### src/rtl/piecewise_linear_sensor_map_macros.svh
// Assertion macros used by the RTL.
`ifndef PIECEWISE_LINEAR_SENSOR_MAP_MACROS_SVH
`define PIECEWISE_LINEAR_SENSOR_MAP_MACROS_SVH

`ifndef SYNTHESIS

`define PLSM_ASSERT_IMPLY(label, clk, rst, ante, cons) \
   label: assert property (@(posedge clk) disable iff (rst) (ante) |-> cons) \
      else $error("implication property violated");

`define PLSM_ASSERT_NEXT(label, clk, rst, ante, cons) \
   label: assert property (@(posedge clk) disable iff (rst) (ante) |=> cons) \
      else $error("next-cycle property violated");

`else

`define PLSM_ASSERT_IMPLY(label, clk, rst, ante, cons)

`define PLSM_ASSERT_NEXT(label, clk, rst, ante, cons)

`endif

`endif

### src/rtl/plsm_pkg.sv
`timescale 1ns / 1ps
`default_nettype none

package plsm_pkg;

   localparam int SampleWidth   = 12;
   localparam int ValueWidth    = 16;
   localparam int BpPairWidth   = 2 * SampleWidth;
   localparam int ValPairWidth  = 2 * ValueWidth;
   localparam int CsrIndexWidth = 4;
   localparam int CsrDataWidth  = 32;
   localparam int NumPoints     = 8;
   localparam int NumPairs      = NumPoints / 2;
   localparam int LastSegment   = 7;

   localparam int DivisorWidth  = SampleWidth;
   localparam int QuotWidth     = 28;
   localparam int BitsPerStage  = 2;
   localparam int DivStages     = QuotWidth / BitsPerStage;
   localparam int RspLatency    = 4 + DivStages;

   typedef logic [SampleWidth-1:0]          sample_type;
   typedef logic signed [ValueWidth-1:0]    value_type;
   typedef logic [2:0]                      seg_type;
   typedef logic [CsrIndexWidth-1:0]        csr_index_type;

   localparam csr_index_type RegBpPair0  = 4'd0;
   localparam csr_index_type RegBpPair1  = 4'd1;
   localparam csr_index_type RegBpPair2  = 4'd2;
   localparam csr_index_type RegBpPair3  = 4'd3;
   localparam csr_index_type RegValPair0 = 4'd4;
   localparam csr_index_type RegValPair1 = 4'd5;
   localparam csr_index_type RegValPair2 = 4'd6;
   localparam csr_index_type RegValPair3 = 4'd7;

   localparam logic [BpPairWidth-1:0]  BpPair0Reset  = 24'd2097152;
   localparam logic [BpPairWidth-1:0]  BpPair1Reset  = 24'd6292480;
   localparam logic [BpPairWidth-1:0]  BpPair2Reset  = 24'd10487808;
   localparam logic [BpPairWidth-1:0]  BpPair3Reset  = 24'd16776192;
   localparam logic [ValPairWidth-1:0] ValPair0Reset = 32'd1376256;
   localparam logic [ValPairWidth-1:0] ValPair1Reset = 32'd4194347;
   localparam logic [ValPairWidth-1:0] ValPair2Reset = 32'd7012438;
   localparam logic [ValPairWidth-1:0] ValPair3Reset = 32'd9830529;

   typedef struct packed {
      value_type base;
      logic      negate;
      logic      bypass;
      logic      zero_width;
   } side_type;

endpackage

`default_nettype wire

### src/rtl/plsm_divider.sv
`timescale 1ns / 1ps
`default_nettype none

module plsm_divider import plsm_pkg::*; (
   input  wire logic                    clock,
   input  wire logic                    reset,
   input  wire logic                    in_valid,
   input  wire logic [QuotWidth-1:0]    in_dividend,
   input  wire logic [DivisorWidth-1:0] in_divisor,
   input  wire side_type                in_side,
   output logic                         out_valid,
   output logic [QuotWidth-1:0]         out_quotient,
   output side_type                     out_side
);

   localparam int AccWidth = DivisorWidth + QuotWidth;

   logic [DivStages-1:0]    valid_src;
   logic [QuotWidth-1:0]    word_src    [DivStages];
   logic [DivisorWidth-1:0] rem_src     [DivStages];
   logic [DivisorWidth-1:0] divisor_src [DivStages];
   side_type                side_src    [DivStages];

   logic [DivStages-1:0]    valid_ff;
   logic [QuotWidth-1:0]    word_ff     [DivStages];
   logic [QuotWidth-1:0]    word_in     [DivStages];
   logic [DivisorWidth-1:0] rem_ff      [DivStages];
   logic [DivisorWidth-1:0] rem_in      [DivStages];
   logic [DivisorWidth-1:0] divisor_ff  [DivStages];
   side_type                side_ff     [DivStages];

   function automatic logic [AccWidth-1:0] div_step(
      input logic [DivisorWidth-1:0] rem,
      input logic [QuotWidth-1:0]    word,
      input logic [DivisorWidth-1:0] divisor
   );
      logic [DivisorWidth:0] trial;
      logic [DivisorWidth:0] diff;
      trial = {rem, word[QuotWidth-1]};
      diff  = trial - {1'b0, divisor};
      if (trial >= {1'b0, divisor}) begin
         return {diff[DivisorWidth-1:0], word[QuotWidth-2:0], 1'b1};
      end else begin
         return {trial[DivisorWidth-1:0], word[QuotWidth-2:0], 1'b0};
      end
   endfunction

   genvar s;
   generate
      for (s = 0; s < DivStages; s++) begin : g_stage
         if (s == 0) begin : g_first
            assign valid_src[s]   = in_valid;
            assign word_src[s]    = in_dividend;
            assign rem_src[s]     = '0;
            assign divisor_src[s] = in_divisor;
            assign side_src[s]    = in_side;
         end else begin : g_next
            assign valid_src[s]   = valid_ff[s-1];
            assign word_src[s]    = word_ff[s-1];
            assign rem_src[s]     = rem_ff[s-1];
            assign divisor_src[s] = divisor_ff[s-1];
            assign side_src[s]    = side_ff[s-1];
         end
      end
   endgenerate

   always_comb begin
      logic [AccWidth-1:0] acc;
      for (int k = 0; k < DivStages; k++) begin
         acc = {rem_src[k], word_src[k]};
         for (int j = 0; j < BitsPerStage; j++) begin
            acc = div_step(acc[AccWidth-1:QuotWidth], acc[QuotWidth-1:0], divisor_src[k]);
         end
         rem_in[k]  = acc[AccWidth-1:QuotWidth];
         word_in[k] = acc[QuotWidth-1:0];
      end
   end

   always_ff @(posedge clock) begin
      if (reset) begin
         valid_ff <= '0;
      end else begin
         valid_ff <= valid_src;
      end
   end

   always_ff @(posedge clock) begin
      for (int k = 0; k < DivStages; k++) begin
         word_ff[k]    <= word_in[k];
         rem_ff[k]     <= rem_in[k];
         divisor_ff[k] <= divisor_src[k];
         side_ff[k]    <= side_src[k];
      end
   end

   assign out_valid    = valid_ff[DivStages-1];
   assign out_quotient = word_ff[DivStages-1];
   assign out_side     = side_ff[DivStages-1];

endmodule

`default_nettype wire

### src/rtl/piecewise_linear_sensor_map.sv
`timescale 1ns / 1ps
`default_nettype none
`include "piecewise_linear_sensor_map_macros.svh"

// Maps a 12-bit converter sample through an 8-point piecewise-linear curve held in
// eight configuration registers. A sample transfers at every clock edge with start high
// and busy low; busy is a registered copy of reset, so it falls after reset is released,
// then stays low, and one sample per clock is taken. Each sample gives exactly one result on
// rsp_mapped_value and rsp_zero_width_segment, shown for one cycle with rsp_strobe high.
// The result passes through the segment search, the operand selection, the multiplier,
// the sign stage, the 14-stage divider (two quotient bits a stage) and the output
// register. The receiver cannot stall; results are in transfer order. Write the
// configuration registers only while no sample is in flight.
module piecewise_linear_sensor_map import plsm_pkg::*; (
   input  wire logic                     clock,
   input  wire logic                     reset,
   input  wire logic                     start,
   input  wire logic [SampleWidth-1:0]   req_adc_sample,
   output logic                          busy,
   input  wire logic                     csr_valid,
   output logic                          csr_ready,
   input  wire logic [CsrIndexWidth-1:0] csr_index,
   input  wire logic [CsrDataWidth-1:0]  csr_wdata,
   output logic                          rsp_strobe,
   output logic signed [ValueWidth-1:0]  rsp_mapped_value,
   output logic                          rsp_zero_width_segment
);

   logic                     busy_ff;
   logic [BpPairWidth-1:0]   bp_pair_ff  [NumPairs];
   logic [ValPairWidth-1:0]  val_pair_ff [NumPairs];
   sample_type               bp  [NumPoints];
   value_type                val [NumPoints];

   logic                     accept;
   seg_type                  s1_seg_in;
   logic                     s1_valid_ff;
   sample_type               s1_sample_ff;
   seg_type                  s1_seg_ff;

   sample_type               bp_lo;
   sample_type               bp_hi;
   value_type                val_lo;
   value_type                val_hi;
   logic signed [ValueWidth:0]  s2_rise_in;
   logic signed [SampleWidth:0] s2_run_in;
   logic signed [SampleWidth:0] s2_width_in;
   logic                     s2_valid_ff;
   logic signed [ValueWidth:0]  s2_rise_ff;
   logic signed [SampleWidth:0] s2_run_ff;
   logic signed [SampleWidth:0] s2_width_ff;
   side_type                 s2_side_in;
   side_type                 s2_side_ff;

   logic                     s3_valid_ff;
   logic signed [QuotWidth+1:0] s3_prod_ff;
   logic signed [SampleWidth:0] s3_width_ff;
   side_type                 s3_side_ff;

   logic [QuotWidth+1:0]     prod_mag;
   logic [SampleWidth:0]     width_mag;
   logic                     s4_valid_ff;
   logic [QuotWidth-1:0]     s4_dividend_ff;
   logic [DivisorWidth-1:0]  s4_divisor_ff;
   side_type                 s4_side_in;
   side_type                 s4_side_ff;

   logic                     div_valid;
   logic [QuotWidth-1:0]     div_quotient;
   side_type                 div_side;

   logic [ValueWidth-1:0]    quot_adj;
   logic [ValueWidth-1:0]    result_in;
   logic                     rsp_strobe_ff;
   logic [ValueWidth-1:0]    rsp_value_ff;
   logic                     rsp_zero_ff;

   assign accept    = start && !busy_ff;
   assign busy      = busy_ff;
   assign csr_ready = 1'b1;

   always_ff @(posedge clock) begin
      busy_ff <= reset;
   end

   always_ff @(posedge clock) begin
      if (reset) begin
         bp_pair_ff[0]  <= BpPair0Reset;
         bp_pair_ff[1]  <= BpPair1Reset;
         bp_pair_ff[2]  <= BpPair2Reset;
         bp_pair_ff[3]  <= BpPair3Reset;
         val_pair_ff[0] <= ValPair0Reset;
         val_pair_ff[1] <= ValPair1Reset;
         val_pair_ff[2] <= ValPair2Reset;
         val_pair_ff[3] <= ValPair3Reset;
      end else if (csr_valid && csr_ready) begin
         unique case (csr_index)
            RegBpPair0:  bp_pair_ff[0]  <= csr_wdata[BpPairWidth-1:0];
            RegBpPair1:  bp_pair_ff[1]  <= csr_wdata[BpPairWidth-1:0];
            RegBpPair2:  bp_pair_ff[2]  <= csr_wdata[BpPairWidth-1:0];
            RegBpPair3:  bp_pair_ff[3]  <= csr_wdata[BpPairWidth-1:0];
            RegValPair0: val_pair_ff[0] <= csr_wdata[ValPairWidth-1:0];
            RegValPair1: val_pair_ff[1] <= csr_wdata[ValPairWidth-1:0];
            RegValPair2: val_pair_ff[2] <= csr_wdata[ValPairWidth-1:0];
            RegValPair3: val_pair_ff[3] <= csr_wdata[ValPairWidth-1:0];
            default: begin
            end
         endcase
      end
   end

   always_comb begin
      for (int m = 0; m < NumPairs; m++) begin
         bp[2*m]    = bp_pair_ff[m][SampleWidth-1:0];
         bp[2*m+1]  = bp_pair_ff[m][BpPairWidth-1:SampleWidth];
         val[2*m]   = val_pair_ff[m][ValueWidth-1:0];
         val[2*m+1] = val_pair_ff[m][ValPairWidth-1:ValueWidth];
      end
   end

   // stage 1: segment search
   always_comb begin
      s1_seg_in = seg_type'(LastSegment);
      for (int k = LastSegment - 1; k >= 0; k--) begin
         if (req_adc_sample < bp[k+1]) begin
            s1_seg_in = seg_type'(k);
         end
      end
   end

   always_ff @(posedge clock) begin
      if (reset) begin
         s1_valid_ff <= 1'b0;
      end else begin
         s1_valid_ff <= accept;
      end
      s1_sample_ff <= req_adc_sample;
      s1_seg_ff    <= s1_seg_in;
   end

   // stage 2: segment operands
   always_comb begin
      bp_lo  = bp[0];
      bp_hi  = bp[1];
      val_lo = val[0];
      val_hi = val[1];
      for (int k = 1; k < LastSegment; k++) begin
         if (s1_seg_ff == seg_type'(k)) begin
            bp_lo  = bp[k];
            bp_hi  = bp[k+1];
            val_lo = val[k];
            val_hi = val[k+1];
         end
      end
      if (s1_seg_ff == seg_type'(LastSegment)) begin
         val_lo = val[LastSegment];
      end
      s2_rise_in  = {val_hi[ValueWidth-1], val_hi} - {val_lo[ValueWidth-1], val_lo};
      s2_run_in   = {1'b0, s1_sample_ff} - {1'b0, bp_lo};
      s2_width_in = {1'b0, bp_hi} - {1'b0, bp_lo};
      s2_side_in.base       = val_lo;
      s2_side_in.negate     = 1'b0;
      s2_side_in.zero_width = (s1_seg_ff != seg_type'(LastSegment)) && (s2_width_in == '0);
      s2_side_in.bypass     = (s1_seg_ff == seg_type'(LastSegment)) || (s2_width_in == '0);
   end

   always_ff @(posedge clock) begin
      if (reset) begin
         s2_valid_ff <= 1'b0;
      end else begin
         s2_valid_ff <= s1_valid_ff;
      end
      s2_rise_ff  <= s2_rise_in;
      s2_run_ff   <= s2_run_in;
      s2_width_ff <= s2_width_in;
      s2_side_ff  <= s2_side_in;
   end

   // stage 3: multiply
   always_ff @(posedge clock) begin
      if (reset) begin
         s3_valid_ff <= 1'b0;
      end else begin
         s3_valid_ff <= s2_valid_ff;
      end
      s3_prod_ff  <= s2_rise_ff * s2_run_ff;
      s3_width_ff <= s2_width_ff;
      s3_side_ff  <= s2_side_ff;
   end

   // stage 4: magnitudes and quotient sign
   always_comb begin
      prod_mag  = s3_prod_ff[QuotWidth+1] ? -s3_prod_ff : s3_prod_ff;
      width_mag = s3_width_ff[SampleWidth] ? -s3_width_ff : s3_width_ff;
      s4_side_in        = s3_side_ff;
      s4_side_in.negate = s3_prod_ff[QuotWidth+1] ^ s3_width_ff[SampleWidth];
   end

   always_ff @(posedge clock) begin
      if (reset) begin
         s4_valid_ff <= 1'b0;
      end else begin
         s4_valid_ff <= s3_valid_ff;
      end
      s4_dividend_ff <= prod_mag[QuotWidth-1:0];
      s4_divisor_ff  <= width_mag[DivisorWidth-1:0];
      s4_side_ff     <= s4_side_in;
   end

   plsm_divider u_divider (
      .clock        (clock),
      .reset        (reset),
      .in_valid     (s4_valid_ff),
      .in_dividend  (s4_dividend_ff),
      .in_divisor   (s4_divisor_ff),
      .in_side      (s4_side_ff),
      .out_valid    (div_valid),
      .out_quotient (div_quotient),
      .out_side     (div_side)
   );

   // output stage: apply sign and add base (or pass base alone on bypass), wrap
   always_comb begin
      quot_adj = div_side.negate ? (~div_quotient[ValueWidth-1:0] + 16'd1)
                                 : div_quotient[ValueWidth-1:0];
      if (div_side.bypass) begin
         result_in = div_side.base;
      end else begin
         result_in = div_side.base + quot_adj;
      end
   end

   always_ff @(posedge clock) begin
      if (reset) begin
         rsp_strobe_ff <= 1'b0;
      end else begin
         rsp_strobe_ff <= div_valid;
      end
      rsp_value_ff <= result_in;
      rsp_zero_ff  <= div_side.zero_width;
   end

   assign rsp_strobe             = rsp_strobe_ff;
   assign rsp_mapped_value       = rsp_value_ff;
   assign rsp_zero_width_segment = rsp_zero_ff;

   `PLSM_ASSERT_IMPLY(a_rsp_latency, clock, reset, accept, ##(RspLatency + 1) rsp_strobe)
   `PLSM_ASSERT_IMPLY(a_zero_bypass, clock, reset, div_valid && div_side.zero_width, div_side.bypass)
   `PLSM_ASSERT_NEXT(a_not_busy, clock, reset, 1'b1, !busy)

endmodule

`default_nettype wire

### config.mk
export PLATFORM = sky130hd
export DESIGN_NAME = piecewise_linear_sensor_map
export DESIGN_NICKNAME = d
export VERILOG_FILES = /design/src/rtl/plsm_pkg.sv /design/src/rtl/plsm_divider.sv /design/src/rtl/piecewise_linear_sensor_map.sv
export VERILOG_INCLUDE_DIRS = /design/src /design/src/rtl
export SDC_FILE = /design/constraint.sdc
export NUM_CORES = 2
export LEC_CHECK = 0
export BUFFER_PORTS_ARGS = -buffer_cell sky130_fd_sc_hd__buf_4
export CORE_MARGIN = 2
export CORE_UTILIZATION = 41
export DETAILED_ROUTE_END_ITERATION = 7
export HOLD_SLACK_MARGIN = 0.03
export PLACE_DENSITY = 0.67
export SLEW_MARGIN = 10
export SYNTH_ARGS = -nofsm -noshare
export SYNTH_HDL_FRONTEND = slang
export SYNTH_SLANG_ARGS = --single-unit
### constraint.sdc
create_clock -name clock -period 7.4 [get_ports clock]
set_input_delay 0.37 -clock clock [delete_from_list [all_inputs] [get_ports clock]]
set_output_delay 0.37 -clock clock [all_outputs]
set_load 0.05 [all_outputs]
==> flow_summary.yaml <==
cts:
  htreeDepth: 4
  numClockSinks: 1288
  clk_pin_slew_ns: 0.06
  cts_buffers: 136
  cts_root_buffer: "clkbuf_16"
  cts_tree: "yes"
  clk_latency_ns: 0.78
  cts_setup_buffers: 0
  cts_resized: 0
  clockBufferDepth: 3
sta:
  tightestPinTransition_ns: 1.19
  grt_setup_unrepaired: "false"
  max_clock_freq_ghz: 0.152
  period_needed_ns: 6.59
  skew_ns: 0.0572
  setup-tns-final_ns: 0
  final_max_slew_viol_count: 0
  relSlewSlack: 0.207
  fin_crit_sh: 0.891
  hold_viol: 0
  setup_viol: 0
placed_design:
  place_congestion: 0.909
  placed_cell_area_um2: 66900
  hpwl_mm: 111
  dp_cells: 8080
  port_buffers: 70
routing:
  drcViolationCount: 0
  vias: 43420
  wl_per_cell_um: 17.6
  drtIter0Drc: 2775
  first_pass_iters: 8
  drt-vias-per-instance: 5.18
  ant_nets: 0
  wl_mm: 147
worst_setup_path:
  arrival_ns: 7.20
  path_common_cell: "fa_1"
  end_kind: "flop"
  crit_family: "adder cells"
  path_max_fanout: 17
  worstSetupStartpointType: "flop"
  cp_slowest_cell: "dfxtp_1"
  crit_chain: "nand2_1 -> fa_1 -> fa_1 -> inv_1 -> fa_1 -> fa_1 -> fa_1 -> fa_1 -> ha_1 -> a21oi_1 -> nand2_1 -> o21ai_0 -> a22oi_1 -> or4_1 -> a31oi_1 -> o21ai_0 -> xnor2_1"
  worst-path-buf-inv: 1
  max_stage_delay_ns: 0.76
  crit_type: "reg -> reg"
  ff2ff_setup_slack_ns: 0.81
  critPathRequiredTime_ns: 8.00
outcome:
  outcome: "finished, final reports clean"
floorplanning:
  dieWidth_um: 399
  rows: 145
  initial_utilization: 0.411
  coreArea_um2: 156000
  io_pins: 72
  die_h_um: 399
  fp.dieArea_um2: 159000
grt:
  grt_pass1_vias: 43698
  grt_start_max_net_pins: 67
  antenna_found_initial: 3
  gr-total-overflow: 0
  grt_pass1_wl_mm: 235
  track_usage: 0.185
yosys:
  synth_area_per_cell_um2: 10.6
  syn_inst: 6067
  synth_cell_type_count: 91
  synth_edf_count: 224
  yosys_warnings: 0
  ys_seq_area_frac: 0.438
  syn_area_um2: 64000
  synth_top_flop_cell: "dfxtp_1"
  syn-num-nets: 6891
  ys_ff_latch: 1288
  synthArstFlopShare: 0
job:
  maxCapViolCount: 0
cells_and_area:
  instances_no_fill: 8377
  fillCellCount: 14153
  final_cell_mix: "dfxtp_1 (1061), inv_1 (640), ha_1 (536), nand2_1 (356), nor2_1 (292)"
  final_common_cell: "dfxtp_1"
  areaGrowthSynthToFinish_pct: 12.6
  final_nets: 7031
  drive_above_1_share: 0.103
  final_area_um2: 72100
hold_path:
  worstHoldPathType: "in -> reg"
-- layout make-up --
type / instances / area, µm² / area share
clock inverter: 71 / 986 / 0.0137
antenna: 1 / 2.50 / 0.0000347
timing repair buffer: 148 / 1230 / 0.0170
sequential: 1288 / 28000 / 0.389
tap: 2058 / 2570 / 0.0357
inverter: 643 / 2410 / 0.0335
multi-input combinational: 3990 / 33100 / 0.459
clock buffer: 178 / 3730 / 0.0517
-- cells by family (layout without fill, tap and decap cells) --
family | after synthesis | count (layout) | share of synthesized area
flip-flops | 1288 | 1288 | 0.438
other | 1 | 2 | 0.0000586
multiplexers | 323 | 323 | 0.0659
AND/OR/NAND/NOR | 1471 | 1471 | 0.117
buffers and inverters | 789 | 1040 | 0.0466
adder cells (fa/ha/maj) | 772 | 772 | 0.179
AO/OA/AOI/OAI | 1119 | 1119 | 0.113
XOR/XNOR | 304 | 304 | 0.0416
-- registers in the layout (all words and copies together) (netlist names), 3 cells and up --
name / count
u_divider.side_ff: 266
u_divider.word_ff: 254
u_divider.divisor_ff: 156
u_divider.rem_ff: 156
val_pair_ff: 128
bp_pair_ff: 96
s3_prod_ff: 29
s4_dividend_ff: 28
s4_side_ff: 19
s2_side_ff: 18
s3_side_ff: 18
s2_rise_ff: 17
rsp_mapped_value: 16
u_divider.valid_ff: 14
s2_run_ff: 13
s2_width_ff: 13
s3_width_ff: 13
s1_sample_ff: 12
s4_divisor_ff: 12
s1_seg_ff: 3
-- stage by stage --
step                 util  hold WS (ns)  setup slack, ns
finish              0.463         0.162            0.808
global route        0.463         0.146            0.532
CTS                 0.463         0.114            0.802
detailed placement  0.430         0.312            0.832
global placement    0.430         0.310            0.837
floorplan               -         0.310             1.47
-- path summary, 6_finish.rpt --
| path | start | to | cells past startpoint |
|---|---|---|---|
| hold reg to reg | u_divider.word_ff[1][48] | u_divider.word_ff[1][78] | 0 |
| setup / recovery | s2_run_ff[6] | s3_prod_ff[29] | 17 |
| hold / removal | csr_index[0] | val_pair_ff[2][6] | 3 |
| setup reg to reg | s2_run_ff[6] | s3_prod_ff[29] | 17 |
-- timing repair --
item,4_1_cts,5_1_grt
setup endpoints to repair,0,0
hold buffers,47,0
hold endpoints to repair,256,0
-- worst min-delay path: stages --
cell      delay (ns)
buf_4           0.19
nor3_2          0.15
nand2b_1        0.09
-- layer usage --
metal	up-vias	track usage	part of all wire	wire, µm
met5	-	0	0	0
met4	0	0.0610	0.030	4370
met3	257	0.0296	0.050	7310
met2	1054	0.319	0.49	71400
met1	20865	0.234	0.43	64000
li1	21244	-	-	-
-- cells in the mapped netlist (40+ instances only) --
| library cell | instances | area [µm²] |
|---|---|---|
| nand2b_1 | 64 | 400 |
| nor2_1 | 295 | 1110 |
| nand3_1 | 83 | 415 |
| dfxtp_1 | 1064 | 21300 |
| a21o_1 | 96 | 721 |
| o31ai_1 | 40 | 300 |
| a211oi_1 | 51 | 383 |
| clkbuf_1 | 121 | 454 |
| a21oi_1 | 290 | 1450 |
| o21ai_0 | 275 | 1380 |
| fa_1 | 236 | 4720 |
| nand2_1 | 356 | 1340 |
| or3_1 | 57 | 357 |
| nor3_1 | 91 | 455 |
| o21a_1 | 56 | 420 |
| nand4_1 | 56 | 350 |
| xor2_1 | 70 | 613 |
| mux4_2 | 59 | 1330 |
| ha_1 | 536 | 6710 |
| inv_1 | 640 | 2400 |
| and2_1 | 282 | 1760 |
| xnor2_1 | 234 | 2050 |
| o21bai_1 | 41 | 308 |
| edfxtp_1 | 224 | 6730 |
| mux2_2 | 200 | 2250 |
| nor2b_1 | 78 | 488 |
| mux2i_1 | 64 | 641 |
Power is left out: the tool's default activity adds up to more than one toggle a clock period on the data nets, which glitch-free logic cannot reach.
